## src/rtl/dssf_pkg.sv

```systemverilog
package dssf_pkg;

    localparam int DIGIT_COUNT = 8;
    localparam int DIG_W       = $clog2(DIGIT_COUNT);

    localparam logic [7:0] CMD_AUTO_INC = 8'h40;
    localparam logic [7:0] CMD_ADDR0    = 8'hc0;
    localparam logic [7:0] CMD_DISP_ON  = 8'h89;
    localparam logic [7:0] SEG_BLANK    = 8'h00;

    // Byte positions within one command's output run
    localparam int SHOW_LAST  = 2 * DIGIT_COUNT;
    localparam int CLEAR_LAST = 18;
    localparam int IDX_W      = $clog2(CLEAR_LAST + 1);

    localparam int QUEUE_DEPTH = 2;
    localparam int QPTR_W      = $clog2(QUEUE_DEPTH);

    localparam logic OP_CLEAR = 1'b0;
    localparam logic OP_SHOW  = 1'b1;

    typedef struct packed {
        logic                             show;
        logic [DIGIT_COUNT-1:0][7:0]      segs;  // index 0 is the rightmost position
    } cmd_t;

    typedef enum logic [1:0] {
        FRONT_IDLE,
        FRONT_CONV,
        FRONT_PUSH
    } front_state_t;

    function automatic logic [7:0] seg_code(input logic [3:0] digit);
        logic [7:0] seg;
        case (digit)
            4'd0:    seg = 8'h3f;
            4'd1:    seg = 8'h06;
            4'd2:    seg = 8'h5b;
            4'd3:    seg = 8'h4f;
            4'd4:    seg = 8'h66;
            4'd5:    seg = 8'h6d;
            4'd6:    seg = 8'h7d;
            4'd7:    seg = 8'h07;
            4'd8:    seg = 8'h7f;
            4'd9:    seg = 8'h6f;
            default: seg = SEG_BLANK;
        endcase
        return seg;
    endfunction

endpackage

```

## src/rtl/dssf_front.sv

```systemverilog
module dssf_front (
    input  logic          aclk,
    input  logic          aresetn,
    input  logic          s_tvalid,
    output logic          s_tready,
    input  logic [15:0]   s_tdata,
    input  logic          s_tuser,
    output dssf_pkg::cmd_t push_data,
    output logic          push_valid,
    input  logic          push_ready
);
    import dssf_pkg::*;

    front_state_t              state_reg, state_next;
    logic [DIG_W-1:0]          cnt_reg, cnt_next;
    logic [15:0]               rem_reg, rem_next;
    cmd_t                      cmd_reg, cmd_next;

    logic [31:0]               prod;
    logic [15:0]               quot;
    logic [15:0]               quot_x10;
    logic [3:0]                digit;
    logic [7:0]                seg;

    // Divide by ten through the reciprocal; exact over the full 16-bit range
    assign prod     = 32'(rem_reg) * 32'd52429;
    assign quot     = 16'(prod[31:19]);
    assign quot_x10 = (quot << 3) + (quot << 1);
    assign digit    = 4'(rem_reg - quot_x10);
    assign seg      = (rem_reg == 16'd0) ? SEG_BLANK : seg_code(digit);

    assign s_tready   = (state_reg == FRONT_IDLE);
    assign push_valid = (state_reg == FRONT_PUSH);
    assign push_data  = cmd_reg;

    always_ff @(posedge aclk) begin
        if (!aresetn) begin
            state_reg <= FRONT_IDLE;
        end else begin
            state_reg <= state_next;
        end
        cnt_reg <= cnt_next;
        rem_reg <= rem_next;
        cmd_reg <= cmd_next;
    end

    always_comb begin
        state_next = state_reg;
        cnt_next   = cnt_reg;
        rem_next   = rem_reg;
        cmd_next   = cmd_reg;
        unique case (state_reg)
            FRONT_IDLE: begin
                if (s_tvalid) begin
                    cmd_next.show = s_tuser;
                    rem_next      = s_tdata;
                    cnt_next      = '0;
                    state_next    = (s_tuser == OP_SHOW) ? FRONT_CONV : FRONT_PUSH;
                end
            end
            FRONT_CONV: begin
                // one decimal digit per cycle, least significant first
                cmd_next.segs[cnt_reg] = seg;
                rem_next               = quot;
                cnt_next               = cnt_reg + 1'b1;
                if (cnt_reg == DIG_W'(DIGIT_COUNT - 1)) begin
                    state_next = FRONT_PUSH;
                end
            end
            FRONT_PUSH: begin
                if (push_ready) begin
                    state_next = FRONT_IDLE;
                end
            end
            default: begin
                state_next = FRONT_IDLE;
            end
        endcase
    end

endmodule

```

## src/rtl/dssf_queue.sv

```systemverilog
module dssf_queue (
    input  logic           aclk,
    input  logic           aresetn,
    input  dssf_pkg::cmd_t push_data,
    input  logic           push_valid,
    output logic           push_ready,
    output dssf_pkg::cmd_t head_data,
    output logic           head_valid,
    input  logic           pop
);
    import dssf_pkg::*;

    cmd_t                  mem_reg [QUEUE_DEPTH];
    logic [QPTR_W-1:0]     wr_ptr_reg, wr_ptr_next;
    logic [QPTR_W-1:0]     rd_ptr_reg, rd_ptr_next;
    logic [QPTR_W:0]       count_reg, count_next;
    logic                  do_push;
    logic                  do_pop;

    assign push_ready = (count_reg != (QPTR_W+1)'(QUEUE_DEPTH));
    assign head_valid = (count_reg != '0);
    assign head_data  = mem_reg[rd_ptr_reg];
    assign do_push    = push_valid && push_ready;
    assign do_pop     = pop && head_valid;

    always_comb begin
        wr_ptr_next = do_push ? wr_ptr_reg + 1'b1 : wr_ptr_reg;
        rd_ptr_next = do_pop  ? rd_ptr_reg + 1'b1 : rd_ptr_reg;
        count_next  = count_reg;
        if (do_push && !do_pop) begin
            count_next = count_reg + 1'b1;
        end else if (do_pop && !do_push) begin
            count_next = count_reg - 1'b1;
        end
    end

    always_ff @(posedge aclk) begin
        if (!aresetn) begin
            wr_ptr_reg <= '0;
            rd_ptr_reg <= '0;
            count_reg  <= '0;
        end else begin
            wr_ptr_reg <= wr_ptr_next;
            rd_ptr_reg <= rd_ptr_next;
            count_reg  <= count_next;
        end
        if (do_push) begin
            mem_reg[wr_ptr_reg] <= push_data;
        end
    end

endmodule

```

## src/rtl/dssf_back.sv

```systemverilog
module dssf_back (
    input  logic           aclk,
    input  logic           aresetn,
    input  dssf_pkg::cmd_t head_data,
    input  logic           head_valid,
    output logic           pop,
    output logic           m_tvalid,
    input  logic           m_tready,
    output logic [7:0]     m_tdata,
    output logic [1:0]     m_tuser,
    output logic           m_tlast
);
    import dssf_pkg::*;

    logic [IDX_W-1:0]  idx_reg, idx_next;
    logic              m_tvalid_reg, m_tvalid_next;
    logic [7:0]        byte_reg;
    logic              fs_reg;
    logic              fe_reg;
    logic              last_reg;

    logic              adv;
    logic              at_end;
    logic [DIG_W-1:0]  pos;
    logic [7:0]        byte_c;
    logic              fs_c;
    logic              fe_c;
    logic              last_c;

    assign adv = head_valid && (!m_tvalid_reg || m_tready);
    // odd byte slots carry segments, left to right
    assign pos = DIG_W'(DIGIT_COUNT - 1) - idx_reg[DIG_W:1];

    always_comb begin
        byte_c = SEG_BLANK;
        fs_c   = 1'b0;
        fe_c   = 1'b0;
        last_c = 1'b0;
        if (head_data.show) begin
            at_end = (idx_reg == IDX_W'(SHOW_LAST));
            if (idx_reg == '0) begin
                byte_c = CMD_ADDR0;
                fs_c   = 1'b1;
            end else if (idx_reg[0]) begin
                byte_c = head_data.segs[pos];
            end else begin
                fe_c   = at_end;
                last_c = at_end;
            end
        end else begin
            at_end = (idx_reg == IDX_W'(CLEAR_LAST));
            if (idx_reg == '0) begin
                byte_c = CMD_AUTO_INC;
                fs_c   = 1'b1;
                fe_c   = 1'b1;
            end else if (idx_reg == IDX_W'(1)) begin
                byte_c = CMD_ADDR0;
                fs_c   = 1'b1;
            end else if (at_end) begin
                byte_c = CMD_DISP_ON;
                fs_c   = 1'b1;
                fe_c   = 1'b1;
                last_c = 1'b1;
            end else begin
                fe_c = (idx_reg == IDX_W'(CLEAR_LAST - 1));
            end
        end
    end

    assign pop = adv && at_end;

    always_comb begin
        idx_next      = idx_reg;
        m_tvalid_next = m_tvalid_reg;
        if (adv) begin
            idx_next      = at_end ? '0 : idx_reg + 1'b1;
            m_tvalid_next = 1'b1;
        end else if (m_tready) begin
            m_tvalid_next = 1'b0;
        end
    end

    always_ff @(posedge aclk) begin
        if (!aresetn) begin
            idx_reg      <= '0;
            m_tvalid_reg <= 1'b0;
        end else begin
            idx_reg      <= idx_next;
            m_tvalid_reg <= m_tvalid_next;
        end
        if (adv) begin
            byte_reg <= byte_c;
            fs_reg   <= fs_c;
            fe_reg   <= fe_c;
            last_reg <= last_c;
        end
    end

    assign m_tvalid = m_tvalid_reg;
    assign m_tdata  = byte_reg;
    assign m_tuser  = {fe_reg, fs_reg};
    assign m_tlast  = last_reg;

endmodule

```

## src/rtl/decimal_seven_segment_frame_builder_top.sv

```systemverilog
// Seven-segment frame builder: each command transfer becomes the byte stream for an
// 8-position LED-and-key display driver. A show command (s_tuser = 1) emits 0xc0 and
// then a segment byte and a zero dot byte per position, the value right-aligned in
// decimal with blank leading positions (0 shows all blanks): 17 bytes. A clear command
// (s_tuser = 0) emits 0x40, 0xc0 with sixteen zero bytes, and 0x89: 19 bytes. The
// output sends one byte per cycle while m_tready is high; the decimal conversion (one
// digit per cycle, between accepting a command and handing it on) runs ahead through
// a two-command queue, so commands stream without gaps on the output while m_tready
// stays high.
module decimal_seven_segment_frame_builder_top (
    input  logic        aclk,
    input  logic        aresetn,
    input  logic        s_tvalid,
    output logic        s_tready,
    input  logic [15:0] s_tdata,   // [15:0] value
    input  logic        s_tuser,   // [0] opcode
    output logic        m_tvalid,
    input  logic        m_tready,
    output logic [7:0]  m_tdata,   // [7:0] byte_out
    output logic [1:0]  m_tuser,   // [0] frame_start, [1] frame_end
    output logic        m_tlast
);
    import dssf_pkg::*;

    cmd_t push_data;
    logic push_valid;
    logic push_ready;
    cmd_t head_data;
    logic head_valid;
    logic pop;

    dssf_front u_front (
        .aclk       (aclk),
        .aresetn    (aresetn),
        .s_tvalid   (s_tvalid),
        .s_tready   (s_tready),
        .s_tdata    (s_tdata),
        .s_tuser    (s_tuser),
        .push_data  (push_data),
        .push_valid (push_valid),
        .push_ready (push_ready)
    );

    dssf_queue u_queue (
        .aclk       (aclk),
        .aresetn    (aresetn),
        .push_data  (push_data),
        .push_valid (push_valid),
        .push_ready (push_ready),
        .head_data  (head_data),
        .head_valid (head_valid),
        .pop        (pop)
    );

    dssf_back u_back (
        .aclk       (aclk),
        .aresetn    (aresetn),
        .head_data  (head_data),
        .head_valid (head_valid),
        .pop        (pop),
        .m_tvalid   (m_tvalid),
        .m_tready   (m_tready),
        .m_tdata    (m_tdata),
        .m_tuser    (m_tuser),
        .m_tlast    (m_tlast)
    );

endmodule

```

## config.mk

```make
export PLATFORM = sky130hd
export DESIGN_NAME = decimal_seven_segment_frame_builder_top
export DESIGN_NICKNAME = d
export VERILOG_FILES = /design/src/rtl/dssf_pkg.sv /design/src/rtl/dssf_front.sv /design/src/rtl/dssf_queue.sv /design/src/rtl/dssf_back.sv /design/src/rtl/decimal_seven_segment_frame_builder_top.sv
export SDC_FILE = /design/constraint.sdc
export NUM_CORES = 1
export LEC_CHECK = 0
export BUFFER_PORTS_ARGS = -buffer_cell sky130_fd_sc_hd__buf_2
export CORE_MARGIN = 2
export CORE_UTILIZATION = 37
export CTS_CLUSTER_SIZE = 8
export DETAILED_ROUTE_END_ITERATION = 10
export PLACE_DENSITY_LB_ADDON = 0.15
export SKIP_LAST_GASP = 1
export SLEW_MARGIN = 10
export SYNTH_ARGS = -nofsm -noshare
export SYNTH_HDL_FRONTEND = slang
export SYNTH_SLANG_ARGS = --single-unit
```

## constraint.sdc

```tcl
create_clock -name aclk -period 7.6 [get_ports aclk]
set_input_delay 0.38 -clock aclk [delete_from_list [all_inputs] [get_ports aclk]]
set_output_delay 0.38 -clock aclk [all_outputs]
set_load 0.1 [all_outputs]
```

==> results of run 1 <==
==> critical path, delay by kind of cell, from the launching register on <==
family | cells | cell delay, ns
flip-flops | 1 | 0.49
XOR/XNOR | 2 | 0.49
AO/OA/AOI/OAI | 6 | 1.42
AND/OR/NAND/NOR | 3 | 0.72
adder cells (fa/ha/maj) | 8 | 3.28
buffers and inverters | 5 | 0.33
==> cell families after synthesis <==
kind of cell	count (synthesis)	share of synthesized area, %
adder cells (fa/ha/maj)	233	26.86
multiplexers	44	6.748
AND/OR/NAND/NOR	161	6.213
XOR/XNOR	29	2.170
AO/OA/AOI/OAI	87	4.521
buffers and inverters	186	5.400
flip-flops	214	48.09
==> worst max path at each step <==
stage	endpoint	slack, ns
floorplan	u_front.push_data[0]$_DFFE_PP_	1.08
global placement	u_front.push_data[16]$_DFFE_PP_	0.29
detailed placement	u_front.push_data[13]$_DFFE_PP_	0.26
CTS	u_front.push_data[13]$_DFFE_PP_	0.23
global route	u_front.push_data[14]$_DFFE_PP_	0.06
finish	u_front.push_data[9]$_DFFE_PP_	0.50
==> metrics by stage <==
stage | worst slack, ns | utilization, %
6_report | 0.5004 | 42.77
5_1_grt | 0.06059 | 42.77
4_1_cts | 0.2318 | 42.64
3_5_place_dp | 0.2611 | 40.12
3_3_place_gp | 0.2921 | 40.12
2_1_floorplan | 1.084 | -
==> layer usage <==
| layer | part of all wire, % | GRT usage (%) | vias to the layer above | routed length (µm) |
|---|---|---|---|---|
| met5 | 0 | 0 | - | 0 |
| met2 | 51 | 29.13 | 125 | 14540 |
| met4 | 1.8 | 3.523 | 0 | 508 |
| met3 | 4.0 | 2.302 | 36 | 1145 |
| met1 | 44 | 21.38 | 3600 | 12540 |
| li1 | - | - | 3510 | - |
==> cell type report <==
type | instances | area share [%]
flip-flops and latches | 214 | 42.41
multi-input cells | 554 | 41.35
clock buffers | 45 | 5.646
inverters | 168 | 4.247
well taps | 455 | 3.834
repair buffers | 56 | 2.275
clock inverters | 2 | 0.2359
==> cell usage in the layout (no fill, tap or decap), types with 10 or more instances in the layout <==
cell type / count
a21oi_1: 17
nor2b_1: 12
and2_1: 10
buf_2: 33
nand4_1: 10
clkbuf_16: 31
xor2_1: 12
nand2_1: 40
mux4_2: 35
buf_4: 23
fa_1: 80
dfxtp_1: 12
nand3_1: 11
ha_1: 153
nor2_1: 35
xnor2_1: 15
o21ai_0: 18
a21o_1: 10
inv_1: 168
edfxtp_1: 201
clkbuf_1: 13
==> what timing repair did <==
item / CTS / global route
resized for setup: 0 / 5
buffers inserted: 0 / 3
setup endpoints to repair: 0 / 48
==> results by group, run 1 <==
Placement
  – Estimated wirelength of the detail-placed design: ~22000 µm
  – Gpl congestion: roughly 0.86
  – Placed instance count: roughly 1400
  – Dpl cell area: between 0.01 and 0.015 mm²
  – Port Buf Inserts: 33

Detailed routing
  – DR vias: 7271
  – Routed WL: ~29000 µm
  – Drt initial violations: between 300 and 400
  – Number of vias per cell: 4.867
  – Routed wire length per instance: approximately 19 µm
  – Final ANT Viol Nets: 0
  – Drt drc: 0
  – Drt pass-1 iters: 4

Timing
  – Slew Limit Fails: 0
  – Final setup fails: 0
  – Tmin final: ~7 ns
  – Hold WS: 0.06902 ns
  – Final Skew: approximately 0.017 ns
  – Period utilization: 93.42%
  – Unrepaired setup endpoints after global routing: no
  – Final hold violation count: 0
  – Worst slew pin tran: between 1 and 1.5 ns
  – Relative slew slack: between 20 and 30%
  – Final setup TNS: 0 ns
  – Fmax: around 140 MHz

Clock tree
  – Clock-pin slew on the worst setup and hold paths: approximately 0.060 ns
  – CTS Buffer Depth: 3
  – # H-tree levels: 1
  – Hold Buf Count CTS: 0
  – TritonCTS clock tree: yes
  – Later-pin clock latency in the skew report: between 0.5 and 0.6 ns
  – CTS Buf Count: 31
  – Sink Count: between 200 and 250
  – CTS root buffer: clkbuf_16

Finish
  – Diode count: 0
  – Nets: 1279
  – Final non-filler cell total: roughly 1500
  – Fillers: approximately 3200
  – Share of cells above drive strength 1: 14.44%
  – Cell area after layout: about 0.015 mm²
  – Reg area: approximately 0.0063 mm²
  – Multi-input logic area: about 0.0061 mm²
  – Area grow syn2layout: 13.42%
  – Max reg flops: between 100 and 150

Logic synthesis
  – Top area cells in the synthesized netlist: edfxtp_1 46%, ha_1 15%, fa_1 12%
  – EDFF count, synth: 201
  – Seq/Total Area, Yosys: between 40 and 50%
  – Top_reg_cell synth: edfxtp_1
  – Async S/R FF share, synth: 0%
  – Warnings, synthesis: 0
  – Yosys top cell by area: edfxtp_1
  – Yosys cell types: 58
  – Top cells by count, synth: 201 x edfxtp_1, 168 x inv_1, 153 x ha_1
  – Count leader, synth: edfxtp_1
  – Synthesized cell area: ~0.013 mm²
  – Cells after synthesis: between 900 and 1000
  – Post-Syn Nets: ~1200
  – Flops & latches, synth: between 200 and 250
  – Share of the synthesized area in the top cell type: about 46%
  – Mean Syn Cell Area: roughly 14 µm²

Setup path
  – R2r setup slk: approximately 0.5 ns
  – Top cell by count, worst path: inv_1
  – Reg2Reg Depth: 24
  – R2R Path End: u_front.push_data[9]$_DFFE_PP_
  – Crit path cell chain: inv_1, ha_1, ha_1, inv_1, fa_1, inv_1, fa_1, fa_1, inv_1, fa_1, inv_1, ha_1, a21o_1, a21oi_1, o21a_2, a21oi_1, or2_1, a21oi_1, xnor2_1, ha_1, xor2_1, nor2_1, or3_1, o221ai_1
  – Crit path DAT: about 7.3 ns
  – Setup crit start: u_front.rem_reg[10]$_DFFE_PP_
  – Slowest cell on crit path: o221ai_1
  – CP required: between 7 and 8 ns
  – Setup crit start kind: flop
  – CP max stage delay: between 0.6 and 0.7 ns
  – Crit path max fanout: 8
  – CP Class: reg -> reg
  – RR Startpoint: u_front.rem_reg[10]$_DFFE_PP_
  – CP endpoint kind: flop

Die
  – Die ar.: about 0.037 mm²
  – Starting density of the core: 37.71%
  – Core Footprint: around 0.035 mm²
  – Die Y: 192.1 µm
  – DIE WIDTH: 192.1 µm
  – Top Ports: 34
  – Num rows: roughly 70

Worst hold path
  – Hold Path Sink: u_front.push_data[64]$_DFFE_PP_
  – Hold WC Path Type: in -> reg
  – Hold Path Depth: 1
  – Hold Startpoint: s_tuser

Global routing
  – Antenna violations before repair: 0
  – First-pass GRT wire length: about 45000 µm
  – GRT Overall Usage: 16.42%
  – Vias in the first global route: roughly 7900
  – Grt ovf: 0
  – Pin count of the biggest net entering global routing: between 50 and 60

Run
  – Max_cap viols: 0

Status
  – Status: completed
Power of run 1 is left out: the tool's default activity adds up to more than one toggle a clock period on the data nets, which glitch-free logic cannot reach.
==> run 2: changes to the inputs <==
CORE_UTILIZATION = 40   (was 37)
==> results by group, run 2 (synthesized netlist as in run 1, its figures left out) <==
Status
  – Status: completed

Die
  – DIE WIDTH: around 180 µm
  – Top Ports: 34
  – Die ar.: approximately 0.034 mm²
  – Die Y: 184.9 µm
  – Num rows: 66
  – Core Footprint: 0.03237 mm²
  – Starting density of the core: between 40% and 50%

Detailed routing
  – Drt pass-1 iters: 5
  – Number of vias per cell: roughly 4.9
  – Drt drc: 0
  – Routed WL: approximately 28000 µm
  – Routed wire length per instance: between 15 and 20 µm
  – DR vias: 7284
  – Final ANT Viol Nets: 0
  – Drt initial violations: 385

Global routing
  – GR peak layer: met2
  – Vias in the first global route: 7741
  – GRT Overall Usage: roughly 18%
  – M2 GR Usage: ~30%
  – Grt ovf: 0
  – Pin count of the biggest net entering global routing: slightly below 60
  – GR Layer Usage met1: 23.67%
  – First-pass GRT wire length: 44920 µm
  – Antenna violations before repair: 0
  – Met3 Track Usage GR: 2.045%

Finish
  – Max reg flops: roughly 110
  – Area grow syn2layout: 13.54%
  – Diode count: 0
  – Share of cells above drive strength 1: between 10% and 20%
  – Commonest non-fill, non-tap cell in the layout: edfxtp_1
  – Nets: 1282
  – Final core occ: a little under half
  – Cell area after layout: roughly 0.015 mm²
  – Fillers: around 3000
  – Commonest cells after routing, fill and taps aside: 201 x edfxtp_1, 168 x inv_1, 153 x ha_1

Timing
  – Period utilization: a little over nine tenths
  – Tmin final: between 7 and 8 ns
  – Final Skew: between 0.01 and 0.015 ns
  – Relative slew slack: a little under a quarter
  – Unrepaired setup endpoints after global routing: yes
  – Final setup TNS: 0 ns
  – Slew Limit Fails: 0
  – Fmax: ~140 MHz
  – Worst slew pin tran: ~1.2 ns
  – Final setup fails: 0
  – Worst Slack Setup Final: 0.2532 ns
  – Final hold violation count: 0

Clock tree
  – CTS Buffer Depth: 3
  – # H-tree levels: 1
  – Clock-pin slew on the worst setup and hold paths: roughly 0.05 ns
  – CTS Buf Count: 31
  – TritonCTS clock tree: yes
  – Later-pin clock latency in the skew report: 0.53 ns
  – CTS root buffer: clkbuf_16
  – Sink Count: between 200 and 250

Setup path
  – WP buf/inv: 5
  – CP max stage delay: 0.63 ns
  – Crit path cell chain: inv_1, ha_1, ha_1, inv_1, fa_1, inv_1, fa_1, fa_1, inv_1, fa_1, inv_1, ha_1, a21o_1, a21oi_1, o21a_2, a21oi_1, or2_1, a21oi_1, xnor2_1, ha_1, a221oi_1, and3_1, xnor2_1, o31ai_2
  – CP delay by family, top: adder cells
  – Setup crit start: u_front.rem_reg[10]$_DFFE_PP_
  – Setup crit start kind: flop
  – R2R Path End: u_front.push_data[40]$_DFFE_PP_
  – Crit path DAT: 7.58 ns
  – Reg2Reg Depth: 24
  – R2r setup slk: 0.25 ns
  – Critical path depth in cells: 24
  – Crit path to: u_front.push_data[40]$_DFFE_PP_
  – Crit path max fanout: 8
  – Slowest cell on crit path: o31ai_2
  – CP required: just under 8 ns
  – CP endpoint kind: flop
  – CP Class: reg -> reg
  – RR Startpoint: u_front.rem_reg[10]$_DFFE_PP_
  – Top cell by count, worst path: inv_1

Placement
  – Port Buf Inserts: 33
  – Pre-CTS WS: -0.005054 ns
  – Gpl congestion: a little over 0.9
  – Estimated wirelength of the detail-placed design: 21110 µm
  – Dpl cell area: 0.01395 mm²

Worst hold path
  – Hold WC Path Type: in -> reg

Run
  – Max_cap viols: 0
[run 2: cell types whose count changed in the layout (fill, tap and decap cells not counted), sizes merged]
| cell | change |
|---|---|
| clkbuf | -1 |
| buf | +3 |
[run 2: through the flow]
| stage | cells | hold slack, ns |
|---|---|---|
| after floorplan | 954 | 0.4215 |
| after global placement | 1435 | 0.4236 |
| after detailed placement | 1435 | 0.4290 |
| after CTS | 1481 | 0.04823 |
| after global routing | 1483 | 0.05233 |
| final | 1483 | 0.07297 |
[run 2: how the worst min path moves through the flow]
stage,cells after the start,slack (ns),from,end
floorplan,0,0.42,u_front.push_data[0]$_DFFE_PP_,u_queue.mem_reg[0][0]$_DFFE_PP_
global placement,0,0.42,u_front.push_data[21]$_DFFE_PP_,u_queue.mem_reg[0][21]$_DFFE_PP_
detailed placement,0,0.43,u_front.push_data[56]$_DFFE_PP_,u_queue.mem_reg[0][56]$_DFFE_PP_
CTS,1,0.05,s_tuser,u_front.push_data[64]$_DFFE_PP_
global route,1,0.05,s_tuser,u_front.push_data[64]$_DFFE_PP_
finish,1,0.07,s_tuser,u_front.push_data[64]$_DFFE_PP_
[run 2: area by class of cell]
type	instances	area [µm²]	share of cell area [%]
Tap cell	442	553.0	3.721
Inverter	168	630.6	4.242
Timing Repair Buffer	59	360.3	2.424
Clock inverter	2	35.03	0.2357
Sequential cell	214	6297	42.37
Clock buffer	44	834.6	5.614
Multi-Input combinational cell	554	6153	41.40
[run 2: what timing repair did]
item                                   in CTS  in global routing
cloned                                      0                  0
pin swaps                                   0                  1
setup endpoints to repair                  24                 40
resized for setup                           3                  3
setup buffers                               0                  2
endpoints found under the hold margin       0                  0
hold buffers                                0                  0
[run 2: metal layers]
layer | vias to the layer above | wire length, µm
li1 | 3513 | -
met1 | 3628 | 12760
met2 | 106 | 14240
met3 | 37 | 888
met4 | 0 | 486
met5 | - | 0
Power of run 2 is left out for the same reason.
==> run 3: changes to the inputs <==
CTS_CLUSTER_SIZE = 16   (was 8)
GPL_ROUTABILITY_DRIVEN = 1   (was default)
PLACE_DENSITY_LB_ADDON = default   (was 0.15)
==> results by group, run 3 (synthesized netlist as in run 1, its figures left out) <==
Clock tree
  – Sink Count: between 200 and 250
  – CTS Buf Count: 25
  – # H-tree levels: 1
  – CTS root buffer: clkbuf_16
  – Clock-pin slew on the worst setup and hold paths: 0.06 ns
  – CTS Buffer Depth: 3
  – TritonCTS clock tree: yes
  – Later-pin clock latency in the skew report: 0.53 ns

Global routing
  – Pin count of the biggest net entering global routing: 58
  – GRT Overall Usage: approximately 17%
  – First-pass GRT wire length: 44140 µm
  – Antenna violations before repair: 0
  – Vias in the first global route: 7735
  – Grt ovf: 0

Finish
  – Commonest non-fill, non-tap cell in the layout: edfxtp_1
  – Diode count: 0
  – Share of cells above drive strength 1: between 10 and 15%
  – Cell area after layout: about 0.015 mm²
  – Nets: approximately 1300
  – Commonest cells after routing, fill and taps aside: 201 x edfxtp_1, 168 x inv_1, 153 x ha_1
  – Area grow syn2layout: 11.97%
  – Max reg flops: about 110

Placement
  – Dpl cell area: between 0.01 and 0.015 mm²
  – Port Buf Inserts: 33
  – Gpl congestion: 0.9202
  – Pre-CTS WS: approximately 0.23 ns
  – Estimated wirelength of the detail-placed design: around 21000 µm

Timing
  – Final hold violation count: 0
  – Fmax: between 100 and 150 MHz
  – Period utilization: a little over nine tenths
  – Final Skew: between 0.03 and 0.04 ns
  – Hold WS: approximately 0.065 ns
  – Unrepaired setup endpoints after global routing: yes
  – Tmin final: roughly 7.4 ns
  – Final setup fails: 0
  – Slew Limit Fails: 0
  – Worst Slack Setup Final: between 0.2 and 0.25 ns
  – Worst slew pin tran: 1.084 ns
  – Relative slew slack: a little over a quarter

Die
  – Num rows: 66
  – Core Footprint: 0.03237 mm²
  – Die ar.: 0.03419 mm²
  – Top Ports: 34
  – Starting density of the core: 40.44%
  – Die Y: between 150 and 200 µm
  – DIE WIDTH: roughly 180 µm

Detailed routing
  – DR vias: approximately 7300
  – Drt pass-1 iters: 5
  – Routed wire length per instance: about 19 µm
  – Final ANT Viol Nets: 0
  – Drt drc: 0
  – Routed WL: between 20000 and 30000 µm
  – Drt initial violations: 385
  – Number of vias per cell: 4.950

Setup path
  – CP required: 7.77 ns
  – Crit path max fanout: 8
  – CP endpoint kind: flop
  – Crit path DAT: 7.56 ns
  – Setup crit start kind: flop
  – CP Class: reg -> reg

Status
  – Status: completed

Run
  – Max_cap viols: 0

Worst hold path
  – Hold WC Path Type: in -> reg
[run 3: per-layer routing]
layer,wire length (µm),global-route usage (%)
met1,12330,22.85
met2,13350,29.02
met3,1177,3.067
met4,653,4.571
met5,0,0
[run 3: repair_timing]
item                                   CTS  global route
setup endpoints to repair                0            39
gates resized for setup                  0             2
hold buffers                             0             0
buffers inserted                         0             1
endpoints found under the hold margin    0             0
[run 3: path summary, 6_finish.rpt]
check             slack, ns                          endpoint                             from  cells after the start
setup / recovery       0.21   u_front.push_data[21]$_DFFE_PP_     u_front.rem_reg[6]$_DFFE_PP_                     22
hold reg to reg        0.44  u_queue.mem_reg[0][36]$_DFFE_PP_  u_front.push_data[36]$_DFFE_PP_                      0
setup reg to reg       0.21   u_front.push_data[21]$_DFFE_PP_     u_front.rem_reg[6]$_DFFE_PP_                     22
hold / removal         0.06   u_front.push_data[64]$_DFFE_PP_                          s_tuser                      1
[run 3: stage by stage]
| stage | std cells | setup TNS, ns | util [%] |
|---|---|---|---|
| 6_report | 1469 | 0 | 45.28 |
| 5_1_grt | 1469 | -3.556 | 45.28 |
| 4_1_cts | 1468 | 0 | 45.23 |
| 3_5_place_dp | 1423 | 0 | 42.80 |
| 3_3_place_gp | 1423 | 0 | 42.80 |
| 2_1_floorplan | 954 | 0 | - |
[run 3: layout make-up]
cell class                 count  area, µm²
clock buffer                  31      648.1
timing repair buffer          46      262.8
inverter                     168      630.6
clock inverter                14      137.6
fill                        2957      17710
sequential                   214       6297
tap                          442      553.0
multi-input combinational    554       6128
[run 3: critical path, cell delays in order, from the launching register on]
cell and delay, ns:
edfxtp_1 0.56, inv_1 0.08, ha_1 0.38, inv_1 0.13, fa_1 0.49, inv_1 0.05, fa_1 0.50, fa_1 0.52
fa_1 0.55, inv_1 0.06, fa_1 0.54, inv_1 0.04, ha_1 0.33, nand2_1 0.08, o21ai_1 0.30, or2_1 0.18
a21oi_1 0.08, xnor2_1 0.16, ha_1 0.34, a221oi_1 0.36, and3_1 0.35, xnor2_1 0.15, o31ai_1 0.80
Power of run 3 is left out for the same reason.
